[src/hdl/sit_pkg.sv]
`timescale 1ns / 1ps
// ----------------------------------------------------------------------------
// sit_pkg: shared types and constants of the segment intersection test
// Operation codes, orientation sign codes, the cross product wiring table and
// the control structs that travel down the pipeline.
// ----------------------------------------------------------------------------
package sit_pkg;

  // Point, cross product and difference counts.
  localparam int NUM_PTS       = 4;
  localparam int NUM_CROSS     = 4;
  localparam int DIFF_PER_CRS  = 4;
  localparam int NUM_DIFF      = NUM_CROSS * DIFF_PER_CRS;
  localparam int NUM_PROD      = 2 * NUM_CROSS;

  // Bounding intervals used by the inclusive test.
  localparam int NUM_IV = 4;
  localparam int IV_X12 = 0;
  localparam int IV_X34 = 1;
  localparam int IV_Y12 = 2;
  localparam int IV_Y34 = 3;

  // Each cross product is cross(a - o, b - o); points are numbered p1 = 0.
  localparam logic [1:0] CROSS_O [NUM_CROSS] = '{2'd0, 2'd1, 2'd2, 2'd3};
  localparam logic [1:0] CROSS_A [NUM_CROSS] = '{2'd2, 2'd2, 2'd0, 2'd0};
  localparam logic [1:0] CROSS_B [NUM_CROSS] = '{2'd3, 2'd3, 2'd1, 2'd1};

  // Port widths that do not depend on the coordinate width.
  localparam int IN_TUSER_W  = 2;
  localparam int OUT_TDATA_W = 16;

  typedef enum logic [1:0] {
    OP_SEG_INCL   = 2'd0,
    OP_SEG_STRICT = 2'd1,
    OP_LINE_SEG   = 2'd2,
    OP_LINE_NPAR  = 2'd3
  } op_t;

  // Two-bit signed orientation codes.
  localparam logic [1:0] SGN_ZERO = 2'b00;
  localparam logic [1:0] SGN_POS  = 2'b01;
  localparam logic [1:0] SGN_NEG  = 2'b11;

  typedef struct packed {
    op_t  op;
    logic ovl_x;
    logic ovl_y;
  } ctrl_t;

  typedef struct packed {
    logic [NUM_CROSS-1:0][1:0] side;
    logic                      c12_eq;
    ctrl_t                     ctrl;
  } sign_info_t;

endpackage

[src/hdl/sit_sign.sv]
`timescale 1ns / 1ps
// ----------------------------------------------------------------------------
// sit_sign: third pipeline stage
// Subtracts the partial products into the four cross products, reduces each
// to its sign, and compares the first two for the nonparallel test.
// ----------------------------------------------------------------------------
module sit_sign
  import sit_pkg::*;
#(
  parameter int CB = 16
) (
  input  logic                   clk,
  input  logic                   rst_n,
  input  logic                   up_valid,
  output logic                   up_ready,
  input  ctrl_t                  up_ctrl,
  input  logic signed [2*CB+1:0] prod [NUM_PROD],
  output logic                   dn_valid,
  input  logic                   dn_ready,
  output sign_info_t             dn_info
);

  localparam int CW = 2 * CB + 3;

  logic                 load;
  logic                 v_r, v_nxt;
  sign_info_t           info_r, info_nxt;
  logic signed [CW-1:0] crs [NUM_CROSS];

  assign load     = !v_r || dn_ready;
  assign up_ready = load;
  assign v_nxt    = load ? up_valid : v_r;

  always_comb begin
    for (int k = 0; k < NUM_CROSS; k++) begin
      crs[k] = CW'(prod[2*k]) - CW'(prod[2*k + 1]);
    end
    for (int k = 0; k < NUM_CROSS; k++) begin
      if (crs[k] == '0) begin
        info_nxt.side[k] = SGN_ZERO;
      end else if (crs[k][CW-1]) begin
        info_nxt.side[k] = SGN_NEG;
      end else begin
        info_nxt.side[k] = SGN_POS;
      end
    end
    info_nxt.c12_eq = (crs[0] == crs[1]);
    info_nxt.ctrl   = up_ctrl;
  end

  always_ff @(posedge clk) begin
    if (!rst_n) begin
      v_r <= 1'b0;
    end else begin
      v_r <= v_nxt;
    end
  end

  always_ff @(posedge clk) begin
    if (load) begin
      info_r <= info_nxt;
    end
  end

  assign dn_valid = v_r;
  assign dn_info  = info_r;

  // Equal cross products must give equal signs.
  a_eq_same_sign: assert property (@(posedge clk) disable iff (!rst_n)
    v_r && info_r.c12_eq |-> info_r.side[0] == info_r.side[1])
    else $error("sit_sign: equal cross products with different signs");

endmodule

[config.mk]
export PLATFORM = sky130hd
export DESIGN_NAME = sit_sign
export DESIGN_NICKNAME = d
export VERILOG_FILES = /design/src/hdl/sit_pkg.sv /design/src/hdl/sit_sign.sv
export SDC_FILE = /design/constraint.sdc
export NUM_CORES = 1
export LEC_CHECK = 0
export BUFFER_PORTS_ARGS = -buffer_cell sky130_fd_sc_hd__buf_2
export CORE_ASPECT_RATIO = 1.25
export CORE_MARGIN = 2
export CORE_UTILIZATION = 45
export DETAILED_ROUTE_END_ITERATION = 7
export PLACE_DENSITY = 0.72
export SYNTH_ARGS = -nofsm -noshare
export SYNTH_HDL_FRONTEND = slang
export SYNTH_SLANG_ARGS = --single-unit
[constraint.sdc]
create_clock -name clk -period 10.4 [get_ports clk]
set_input_delay 1.56 -clock clk [delete_from_list [all_inputs] [get_ports clk]]
set_output_delay 1.56 -clock clk [all_outputs]
set_load 0.03 [all_outputs]
After elaboration in Yosys (flattened, before gate mapping):

Index checks and enable logic that the tools add are counted.

* register bits after elaboration: 14
* input port bits: 280
* output and inout port bits: 15
* word-level logic and storage cells: 24

* add/subtract/negate cells: 4
* equality and inequality tests: 1
* muxes and demuxes: 4
* reduce and logical (&&, ||, !) cells: 6

Operator list (count)
* $logic_not 35->1: 4
* $sub 34x34->35: 4
* $eq 35x35->1: 1
* $mux 2: 4
* $logic_not 1->1: 1
* $logic_or 1x1->1: 1

Logic depth before layout (Yosys ltp):

Gate-level depths: netlist of the first run.

* depth in word-level cells: 2
* gate-level depth with buffers: 15
* depth with buffers taken out: 15

Worst setup path after synthesis of the first run:

OpenSTA, ideal clock, no wires.

* kind: in2reg
* start point: input port prod[102] (netlist bit)
* end point: register info_r, in the netlist dn_info[9] (data pin)
* setup time: 0.269 ns
* arrival time: 4.586 ns
* required time: 10.131 ns
* setup slack: 5.545 ns
* cell stages on the path: 15
* buffers on the path: 0
* cell sequence: inv_1 ha_1 inv_1 fa_1 a21o_1 a21o_1 a21oi_4 a22o_1 a21oi_2 or4_1 or4_1 nor4_1 nand4_1 nor4_1 nand4_1

* cells in the longest elaborated chain, start to end: 2

RTL lines
* start, declared: RTL line sit_sign.sv:17 `input logic signed [2*CB+1:0] prod [NUM_PROD],`
* $sub 34x34->35: RTL line sit_sign.sv:36 `crs[k] = CW'(prod[2*k]) - CW'(prod[2*k + 1]);`
* $logic_not 35->1: RTL line sit_sign.sv:39 `if (crs[k] == '0) begin`
* end signal, assigned: RTL line sit_sign.sv:61 `info_r <= info_nxt;`
* end, declared: RTL line sit_sign.sv:27 `sign_info_t info_r, info_nxt;`

Every way passes these cells.
A chain may end at the register's enable or synchronous reset.

Final worst setup path of the first run:

Ends and elaborated chain as after synthesis.

==> results.sh, run 1 <==
export IMPL_hp_class="register to register"
export IMPL_fp_dieArea_um2=21700
export IMPL_grt_pass1_wl_mm=48.2
export IMPL_worstPathRequired_ns=10.39
export IMPL_gp_congestion=0.986
export IMPL_synth_area_top_cells="ha_1 (19%), a21oi_1 (7.3%), inv_1 (7.2%), xnor2_1 (6.7%), a21o_1 (6.4%)"
export IMPL_crit_chain="buf_2 > inv_1 > ha_1 > inv_1 > fa_1 > a2111oi_4 > o221ai_2 > nor3_2 > o2111ai_1 > or4_1 > or4_1 > nor4_1 > nand4_1 > nor4_1 > nand4_1"
export IMPL_clock_path_buffers=2
export IMPL_synth_ff_type="edfxtp_1"
export IMPL_power_per_cell_area_nw_per_um2=77.1
export IMPL_tightest_slew_ns=0.816
export IMPL_async_flop_share=0
export IMPL_wl_per_cell_um=15.8
export IMPL_drive_above_1_share=0.202
export IMPL_fin_worst_skew_ns=0.00556
export IMPL_leakagePower_nw=5.79
export IMPL_crit_type="input port to register"
export IMPL_first_pass_iters=5
export IMPL_setup_violations=0
export IMPL_coreArea_um2=20100
export IMPL_synth_top_area_cell="ha_1"
export IMPL_synthesis_nets=1749
export IMPL_finalCritPeriodShare=0.496
export IMPL_htree_levels=1
export IMPL_hold_buffers=0
export IMPL_start_util=0.459
export IMPL_ir_worst_vdd_v=0.0000601
export IMPL_avgSynthCellArea_um2=6.95
export IMPL_grtUsageTotal=0.264
export IMPL_grt_max_degree=16
export IMPL_portBuffers=294
export IMPL_final_hold_viol_count=0
export IMPL_die_w_um=132
export IMPL_drt_wl_total_mm=29.5
export IMPL_rsz0062_at_grt="no"
export IMPL_synth_top_cell_area_share=0.187
export IMPL_postCtsSetupBuffers=0
export IMPL_place_ws_ns=5.00
export IMPL_vias=10532
export IMPL_clk_pin_slew_ns=0.06
export IMPL_slew_violations=0
export IMPL_dpl_hpwl_mm=25.6
export IMPL_crit_fanout=2
export IMPL_critPathSlowestCell="or4_1"
export IMPL_overflow=0
export IMPL_synth_edff_count=13
export IMPL_row_count=58
export IMPL_critical_path_max_stage_delay_ns=0.53
export IMPL_cts_tree="built"
export IMPL_cts_resized=0
export IMPL_viasPerCell=5.63
export IMPL_cp_arrival_ns=5.15
export IMPL_status="finished, final reports clean"
export IMPL_num_io_pins=295
export IMPL_yosys_register_bits=14
export IMPL_nets=2023
export IMPL_drcViolationCount=0
export IMPL_die_h_um=164
export IMPL_fmax_ghz=0.194
export IMPL_grt_antenna_before_repair=2
export IMPL_cp_top_family="simple AND/OR/NAND/NOR gates"
export IMPL_synth_warnings=0
export IMPL_clock_latency_ns=0.26
export IMPL_fin_tns_setup_ns=0
export IMPL_clk_root_buffer_cell="clkbuf_16"
export IMPL_grt_pass1_vias=10300
export IMPL_cts_inserted_buffers=3
export IMPL_setup_ws_ns=5.25
export IMPL_synthCells=1327
export IMPL_drtIter0Drc=500
export IMPL_yosysSeqAreaShare=0.0445
export IMPL_finalCriticalPeriod_ns=5.15
export IMPL_clock_sinks=14
export IMPL_syn_area_um2=9220
export IMPL_synth_cell_type_count=93
export IMPL_worst_setup_path_start_kind="input port"
export IMPL_max_cap_violations=0
export IMPL_antenna_left=0
export IMPL_crit_buf_inv=3
export IMPL_maxSlewHeadroom=0.455
export IMPL_worstSetupEndpointType="register"
export IMPL_syn_to_final_growth_pct=19.4
## synth_stat cells, drive strengths merged (21+ instances only)
cell type	instances
inv	178
a21oi	138
ha	138
nand2	104
a21o	78
nor2	74
o21ai	71
xnor2	71
xor2	49
nor3	44
nand4	34
nand3	33
o21bai	24
clkbuf	21
## worst reg2reg max path, stage by stage, from the launching register on
cell and delay, ns:
dfxtp_1 0.30, nand2b_1 0.06, buf_4 0.26
## metal layers
metal,GRT usage,part of all wire,up-vias
met4,0.0741,0.023,0
met5,0,0,-
li1,-,-,5384
met3,0.0222,0.052,42
met1,0.319,0.43,4760
met2,0.499,0.50,346
## report_power, final
group | total [mW] | switching (mW) | internal (mW)
registers | 0.0674 | 0.00131 | 0.0661
clock network | 0.0871 | 0.0285 | 0.0587
logic | 0.695 | 0.394 | 0.301
## kinds of logic after synthesis
group                    Yosys count  synth area share
adder cells (fa/ha/maj)          142             0.196
XOR/XNOR                         125             0.127
buffers and inverters            204            0.0859
flip-flops                        14            0.0445
AND/OR/NAND/NOR                  381             0.207
AO/OA/AOI/OAI                    449             0.326
multiplexers                      12            0.0132
## flip-flops by register name (all words and copies together), names as in the netlist
name,count
dn_info,13
dn_valid,1
## layout make-up
type,instances,area [µm²]
inverters,178,671
diodes,2,5.00
well taps,270,338
fillers,2060,9090
clock buffers,4,88.8
multi-input cells,1109,8020
flip-flops and latches,14,410
repair buffers,295,1480
## placed cells by master, fill, tap and decap left out, types with 15 or more instances in the layout
master    netlist  routed
xnor2_1        71      71
inv_1         177     177
a21o_1         78      78
a21oi_1       134     134
o21bai_1       24      24
nor2b_1        16      16
nor3_1         43      43
buf_2           1     294
and3_1         16      16
nor4_1         16      16
xor2_1         48      48
nand2_1       103     103
a31oi_1        15      15
nor2_1         74      74
nand4_1        34      34
ha_1          138     138
nand3_1        33      33
o21ai_0        56      56
## worst paths after layout
| path | slack, ns | endpoint | from | cells past startpoint |
|---|---|---|---|---|
| worst max-delay path | 5.25 | dn_info[9] | prod[102] | 15 |
| worst max register to register | 9.46 | dn_info[0] | dn_valid | 2 |
| worst min register to register | 0.78 | dn_info[9] | dn_valid | 2 |
| worst min-delay path | 0.78 | dn_info[9] | dn_valid | 2 |
## stage by stage
step / cells / total power [mW] / utilization / hold WS, ns / instance area (µm²)
5_1_grt: 1872 / 0.926 / 0.548 / 0.817 / 11000
4_1_cts: 1870 / 0.844 / 0.547 / 0.788 / 11000
3_5_place_dp: 1866 / 0.753 / 0.543 / 0.781 / 10900
2_1_floorplan: 1327 / 0.576 / - / 1.21 / 9220
3_3_place_gp: 1866 / 0.748 / 0.543 / 0.782 / 10900
6_report: 1872 / 0.849 / 0.548 / 0.778 / 11000
No activity file was read; power rests on OpenSTA's default activity.
==> run 2: changes to the inputs <==
==> constraint.sdc (replaced) <==
create_clock -name clk -period 5.4 [get_ports clk]
set_input_delay 0.81 -clock clk [delete_from_list [all_inputs] [get_ports clk]]
set_output_delay 0.81 -clock clk [all_outputs]
set_load 0.03 [all_outputs]
==> results.sh, run 2 (synthesized netlist as in run 1, its figures left out) <==
export IMPL_worstHoldStart="up_ctrl[0]"
export IMPL_worstSetupEndpointType="register"
export IMPL_fin_util=0.548
export IMPL_vias=10700
export IMPL_power_per_cell_area_nw_per_um2=149
export IMPL_postCtsSetupBuffers=0
export IMPL_place_ws_ns=0.804
export IMPL_drcViolationCount=0
export IMPL_finalCriticalPeriod_ns=4.38
export IMPL_dp_cells=1867
export IMPL_layout_common_cells="buf_2 (294), inv_1 (177), ha_1 (138), a21oi_1 (134), nand2_1 (103)"
export IMPL_nets=2024
export IMPL_drtIter0Drc=498
export IMPL_syn_to_final_growth_pct=19.5
export IMPL_clock_path_buffers=2
export IMPL_crit_fanout=2
export IMPL_coreArea_um2=20100
export IMPL_wl_per_cell_um=15.7
export IMPL_row_count=58
export IMPL_start_util=0.459
export IMPL_finalNonFillerCells=1873
export IMPL_fin_tns_setup_ns=0
export IMPL_viasPerCell=5.71
export IMPL_grtUsageTotal=0.258
export IMPL_hp_class="input port to register"
export IMPL_finalCritPeriodShare=0.811
export IMPL_clock_sinks=14
export IMPL_fmax_ghz=0.228
export IMPL_leakagePower_nw=5.80
export IMPL_die_h_um=164
export IMPL_reg2reg_from="dn_valid"
export IMPL_hold_buffers=0
export IMPL_cts_inserted_buffers=3
export IMPL_overflow=0
export IMPL_final_hold_viol_count=0
export IMPL_worst_setup_path_start_kind="input port"
export IMPL_slew_violations=0
export IMPL_crit_buf_inv=3
export IMPL_crit_chain="buf_2 > inv_1 > ha_1 > inv_1 > fa_1 > a2111oi_4 > o221ai_2 > nor3_2 > o2111ai_1 > or4_1 > or4_1 > nor4_1 > nand4_1 > nor4_1 > nand4_1"
export IMPL_cts_tree="built"
export IMPL_cp_arrival_ns=4.37
export IMPL_gp_congestion=0.980
export IMPL_max_cap_violations=0
export IMPL_first_pass_iters=5
export IMPL_maxSlewHeadroom=0.416
export IMPL_antenna_left=0
export IMPL_clk_root_buffer_cell="clkbuf_16"
export IMPL_crit_start="prod[102]"
export IMPL_grt_pass1_vias=10101
export IMPL_clk_pin_slew_ns=0.06
export IMPL_status="finished, final reports clean"
export IMPL_final_common_cell="buf_2"
export IMPL_drive_above_1_share=0.202
export IMPL_rsz0062_at_grt="no"
export IMPL_ir_worst_vdd_v=0.000108
export IMPL_die_w_um=132
export IMPL_cts_resized=0
export IMPL_grt_antenna_before_repair=2
export IMPL_seq_area_um2=410
export IMPL_portBuffers=294
export IMPL_clock_latency_ns=0.26
export IMPL_htree_levels=1
export IMPL_fp_dieArea_um2=21700
export IMPL_worstPathRequired_ns=5.40
export IMPL_grt_pass1_wl_mm=47.2
export IMPL_drt_wl_total_mm=29.3
export IMPL_dpl_hpwl_mm=25.4
export IMPL_num_io_pins=295
export IMPL_cp_top_family="simple AND/OR/NAND/NOR gates"
export IMPL_largest_reg_flops=13
export IMPL_setup_violations=0
export IMPL_fillers=2053
export IMPL_setup_ws_ns=1.02
export IMPL_crit_type="input port to register"
export IMPL_critical_path_max_stage_delay_ns=0.53
export IMPL_multi_input_area_um2=8020
export IMPL_tightest_slew_ns=0.874
export IMPL_grt_max_degree=16
export IMPL_fin_worst_skew_ns=0.00724
export IMPL_critPathSlowestCell="or4_1"
==> run 2: cell count changes in the layout (fill, tap and decap cells not counted), sizes merged <==
cell	previous run	this run
buf	295	296
==> run 2: final cells by class <==
cell class,count,area share
multi-input combinational,1109,0.728
timing repair buffer,296,0.135
inverter,178,0.0609
sequential,14,0.0373
tap,270,0.0307
clock buffer,4,0.00807
antenna,2,0.000454
==> run 2: path summary, 6_finish.rpt <==
kind	slack (ns)	to	cells past startpoint
worst max-delay path	1.02	dn_info[9]	15
worst min-delay path	0.73	dn_info[0]	1
worst max register to register	4.46	dn_info[12]	2
worst min register to register	0.77	dn_info[9]	2
==> run 2: through the flow <==
stage | area (µm²) | power [mW] | hold slack (ns)
after floorplan | 9220 | 1.11 | 0.909
after CTS | 11000 | 1.62 | 0.729
final | 11000 | 1.64 | 0.733
after global placement | 10900 | 1.44 | 0.781
after global routing | 11000 | 1.78 | 0.727
after detailed placement | 10900 | 1.45 | 0.774
==> run 2: power breakdown <==
group | switching [mW] | leakage (nW) | internal, mW
clock | 0.0534 | 0.0442 | 0.113
sequential | 0.00201 | 0.135 | 0.127
combinational | 0.762 | 5.62 | 0.581
total | 0.817 | 5.80 | 0.821
==> run 2: layer usage <==
| layer | vias up | GRT usage | wire length [µm] |
|---|---|---|---|
| met4 | 0 | 0.0894 | 900 |
| met3 | 64 | 0.0210 | 1560 |
| met2 | 369 | 0.484 | 14500 |
| met5 | - | 0 | 0 |
| li1 | 5393 | - | - |
| met1 | 4874 | 0.309 | 12400 |
==> run 3: changes to the inputs <==
--- a/config.mk
+++ b/config.mk
@@ -5,12 +5,13 @@
 export SDC_FILE = /design/constraint.sdc
 export NUM_CORES = 1
 export LEC_CHECK = 0
+export ABC_AREA = 1
 export BUFFER_PORTS_ARGS = -buffer_cell sky130_fd_sc_hd__buf_2
 export CORE_ASPECT_RATIO = 1.25
 export CORE_MARGIN = 2
 export CORE_UTILIZATION = 45
 export DETAILED_ROUTE_END_ITERATION = 7
-export PLACE_DENSITY = 0.72
+export PLACE_DENSITY = 0.69
 export SYNTH_ARGS = -nofsm -noshare
 export SYNTH_HDL_FRONTEND = slang
 export SYNTH_SLANG_ARGS = --single-unit
==> constraint.sdc (replaced) <==
create_clock -name clk -period 4.59 [get_ports clk]
set_input_delay 0.6885 -clock clk [delete_from_list [all_inputs] [get_ports clk]]
set_output_delay 0.6885 -clock clk [all_outputs]
set_load 0.03 [all_outputs]
==> results.sh, run 3 <==
export IMPL_crit_type="input port to register"
export IMPL_final_hold_viol_count=0
export IMPL_synthCells=2464
export IMPL_clk_root_buffer_cell="clkbuf_16"
export IMPL_synth_area_top_cells="nand2_1 (28%), inv_1 (15%), ha_1 (14%), nand3_1 (9.2%), nor2_1 (6.8%)"
export IMPL_grt_most_used_layer="met2"
export IMPL_dpl_hpwl_mm=39.9
export IMPL_drive_above_1_share=0.132
export IMPL_rsz0062_at_grt="no"
export IMPL_leakagePower_nw=8.79
export IMPL_grtUsageMet3=0.0224
export IMPL_wl_per_cell_um=14.3
export IMPL_clock_latency_ns=0.26
export IMPL_start_util=0.455
export IMPL_setup_violations=0
export IMPL_async_flop_share=0
export IMPL_drt_wl_total_mm=44.5
export IMPL_grt_pass1_wl_mm=69.4
export IMPL_coreArea_um2=26700
export IMPL_synthesis_nets=2886
export IMPL_max_cap_violations=0
export IMPL_first_pass_iters=6
export IMPL_grt_pass1_vias=15097
export IMPL_drcViolationCount=0
export IMPL_portBuffers=294
export IMPL_antenna_left=0
export IMPL_largest_reg_flops=13
export IMPL_vias=16048
export IMPL_grtUsageMet2=0.592
export IMPL_nets=3183
export IMPL_clockPowerShare=0.080
export IMPL_tightest_slew_ns=0.741
export IMPL_synth_cell_type_count=36
export IMPL_synth_ff_type="edfxtp_1"
export IMPL_maxSlewHeadroom=0.505
export IMPL_p_int_uw=925
export IMPL_yosysSeqAreaShare=0.0337
export IMPL_layout_common_cells="nand2_1 (898), inv_1 (483), buf_2 (294), nand3_1 (223), nor2_1 (222)"
export IMPL_cts_resized=0
export IMPL_final_common_cell="nand2_1"
export IMPL_multi_input_area_um2=9890
export IMPL_seqPwrFrac=0.070
export IMPL_synth_common_cells="nand2_1 (898), inv_1 (483), nand3_1 (223)"
export IMPL_postCtsSetupBuffers=0
export IMPL_p_comb_frac=0.851
export IMPL_worstSetupEndpointType="register"
export IMPL_switching_share=0.592
export IMPL_fin_worst_skew_ns=0.00646
export IMPL_yosys_register_bits=14
export IMPL_clock_path_buffers=2
export IMPL_grt_max_degree=16
export IMPL_cp_arrival_ns=3.14
export IMPL_worst_setup_path_start_kind="input port"
export IMPL_crit_fanout=5
export IMPL_finalCritPeriodShare=0.658
export IMPL_use_met1=0.317
export IMPL_worstPathRequired_ns=4.71
export IMPL_syn_to_final_growth_pct=16.2
export IMPL_p_sw_mw=1.34
export IMPL_slew_violations=0
export IMPL_clk_pin_slew_ns=0.06
export IMPL_num_io_pins=295
export IMPL_cts_tree="built"
export IMPL_hold_buffers=0
export IMPL_finalCriticalPeriod_ns=3.02
export IMPL_status="finished, final reports clean"
export IMPL_fin_tns_setup_ns=0
export IMPL_synth_most_common_cell="nand2_1"
export IMPL_synth_top_area_cell="nand2_1"
export IMPL_antenna_cells=0
export IMPL_syn_area_um2=12200
export IMPL_cts_inserted_buffers=3
export IMPL_synth_warnings=0
export IMPL_viasPerCell=5.17
export IMPL_overflow=0
export IMPL_grtUsageTotal=0.302
export IMPL_row_count=67
export IMPL_fp_dieArea_um2=28400
export IMPL_die_w_um=151
export IMPL_dpl_instance_area_um2=14100
export IMPL_gp_congestion=0.997
export IMPL_drtIter0Drc=737
export IMPL_hp_class="input port to register"
export IMPL_design_area_um2=14100
export IMPL_grt_antenna_before_repair=1
export IMPL_ir_worst_vdd_v=0.000101
export IMPL_seq_area_um2=410
export IMPL_die_h_um=188
export IMPL_clock_sinks=14
export IMPL_synth_top_cell_area_share=0.277
export IMPL_synth_edff_count=13
export IMPL_htree_levels=1
export IMPL_avgSynthCellArea_um2=4.94
export IMPL_fillers=3033
export IMPL_fmax_ghz=0.331
export IMPL_power_per_cell_area_nw_per_um2=160
==> run 3: cell count changes after synthesis, moves of 29 or more <==
cell | previous run | this run
nand2_1 | 103 | 898
xnor2_1 | 71 | 16
a21o_1 | 78 | 5
xor2_1 | 48 | 19
nand2_2 | 1 | 30
inv_1 | 177 | 483
nor2_1 | 74 | 222
nand3_1 | 33 | 223
==> run 3: final cells by class <==
| class | instances | share of cell area |
|---|---|---|
| Tap cell | 345 | 0.0305 |
| Clock buffer | 3 | 0.00531 |
| Sequential cell | 14 | 0.0290 |
| Clock inverter | 1 | 0.000265 |
| Multi-Input combinational cell | 1951 | 0.699 |
| Inverter | 497 | 0.132 |
| Timing Repair Buffer | 294 | 0.104 |
==> run 3: kinds of logic (layout without fill, tap and decap cells) <==
| logic type | Yosys count | in the layout | synth area share |
|---|---|---|---|
| xor+xnor | 35 | 35 | 0.0252 |
| flops | 14 | 14 | 0.0337 |
| compound gates | 280 | 280 | 0.125 |
| simple gates | 1494 | 1494 | 0.514 |
| fa+ha+maj | 142 | 142 | 0.148 |
| buf+inv | 499 | 795 | 0.154 |
==> run 3: layer usage <==
layer | routed length (µm) | vias to the layer above
li1 | - | 8389
met3 | 2130 | 129
met5 | 13 | -
met1 | 17100 | 6998
met2 | 22900 | 530
met4 | 2400 | 2
==> run 3: path summary, 6_finish.rpt <==
check | start | end | slack (ns) | cells after the start
worst max-delay path | prod[238] | dn_info[4] | 1.57 | 22
worst min-delay path | up_ctrl[3] | dn_info[3] | 0.60 | 1
worst max register to register | dn_valid | dn_valid | 3.01 | 2
worst min register to register | dn_valid | dn_info[3] | 1.09 | 1
==> run 3: power groups by stage <==
| stage | logic, mW | registers [mW] | clock network, mW |
|---|---|---|---|
| 2_1_floorplan | 1.31 | 0.180 | 0 |
| 4_1_cts | 1.91 | 0.158 | 0.183 |
| 5_1_grt | 2.17 | 0.158 | 0.189 |
| 3_5_place_dp | 1.90 | 0.160 | 0 |
| 6_report | 1.93 | 0.158 | 0.181 |
| 3_3_place_gp | 1.89 | 0.161 | 0 |
==> run 3: metrics by stage <==
step | instances | utilization | worst slack [ns] | hold WS, ns | power (mW)
detailed placement | 3101 | 0.526 | 1.32 | 0.870 | 2.06
global route | 3105 | 0.529 | 1.32 | 0.606 | 2.51
global placement | 3101 | 0.526 | 1.36 | 0.871 | 2.05
CTS | 3105 | 0.529 | 1.58 | 0.606 | 2.25
finish | 3105 | 0.529 | 1.57 | 0.604 | 2.27
floorplan | 2464 | - | 1.83 | 0.787 | 1.49
==> run 3: worst max-delay path, stage by stage <==
cell     delay, ns
buf_2         0.09
inv_1         0.06
ha_1          0.14
inv_1         0.07
fa_1          0.48
nand2_1       0.10
nand2_1       0.13
nand3_2       0.14
nand2_2       0.09
nand2_2       0.10
nand2_2       0.09
nand2_1       0.11
nand2_1       0.07
nand2_1       0.06
nand2_1       0.09
nand2_1       0.09
nand2_1       0.06
nor2_1        0.09
nand2_1       0.06
nor2_1        0.16
nand2_1       0.07
nor2_1        0.08
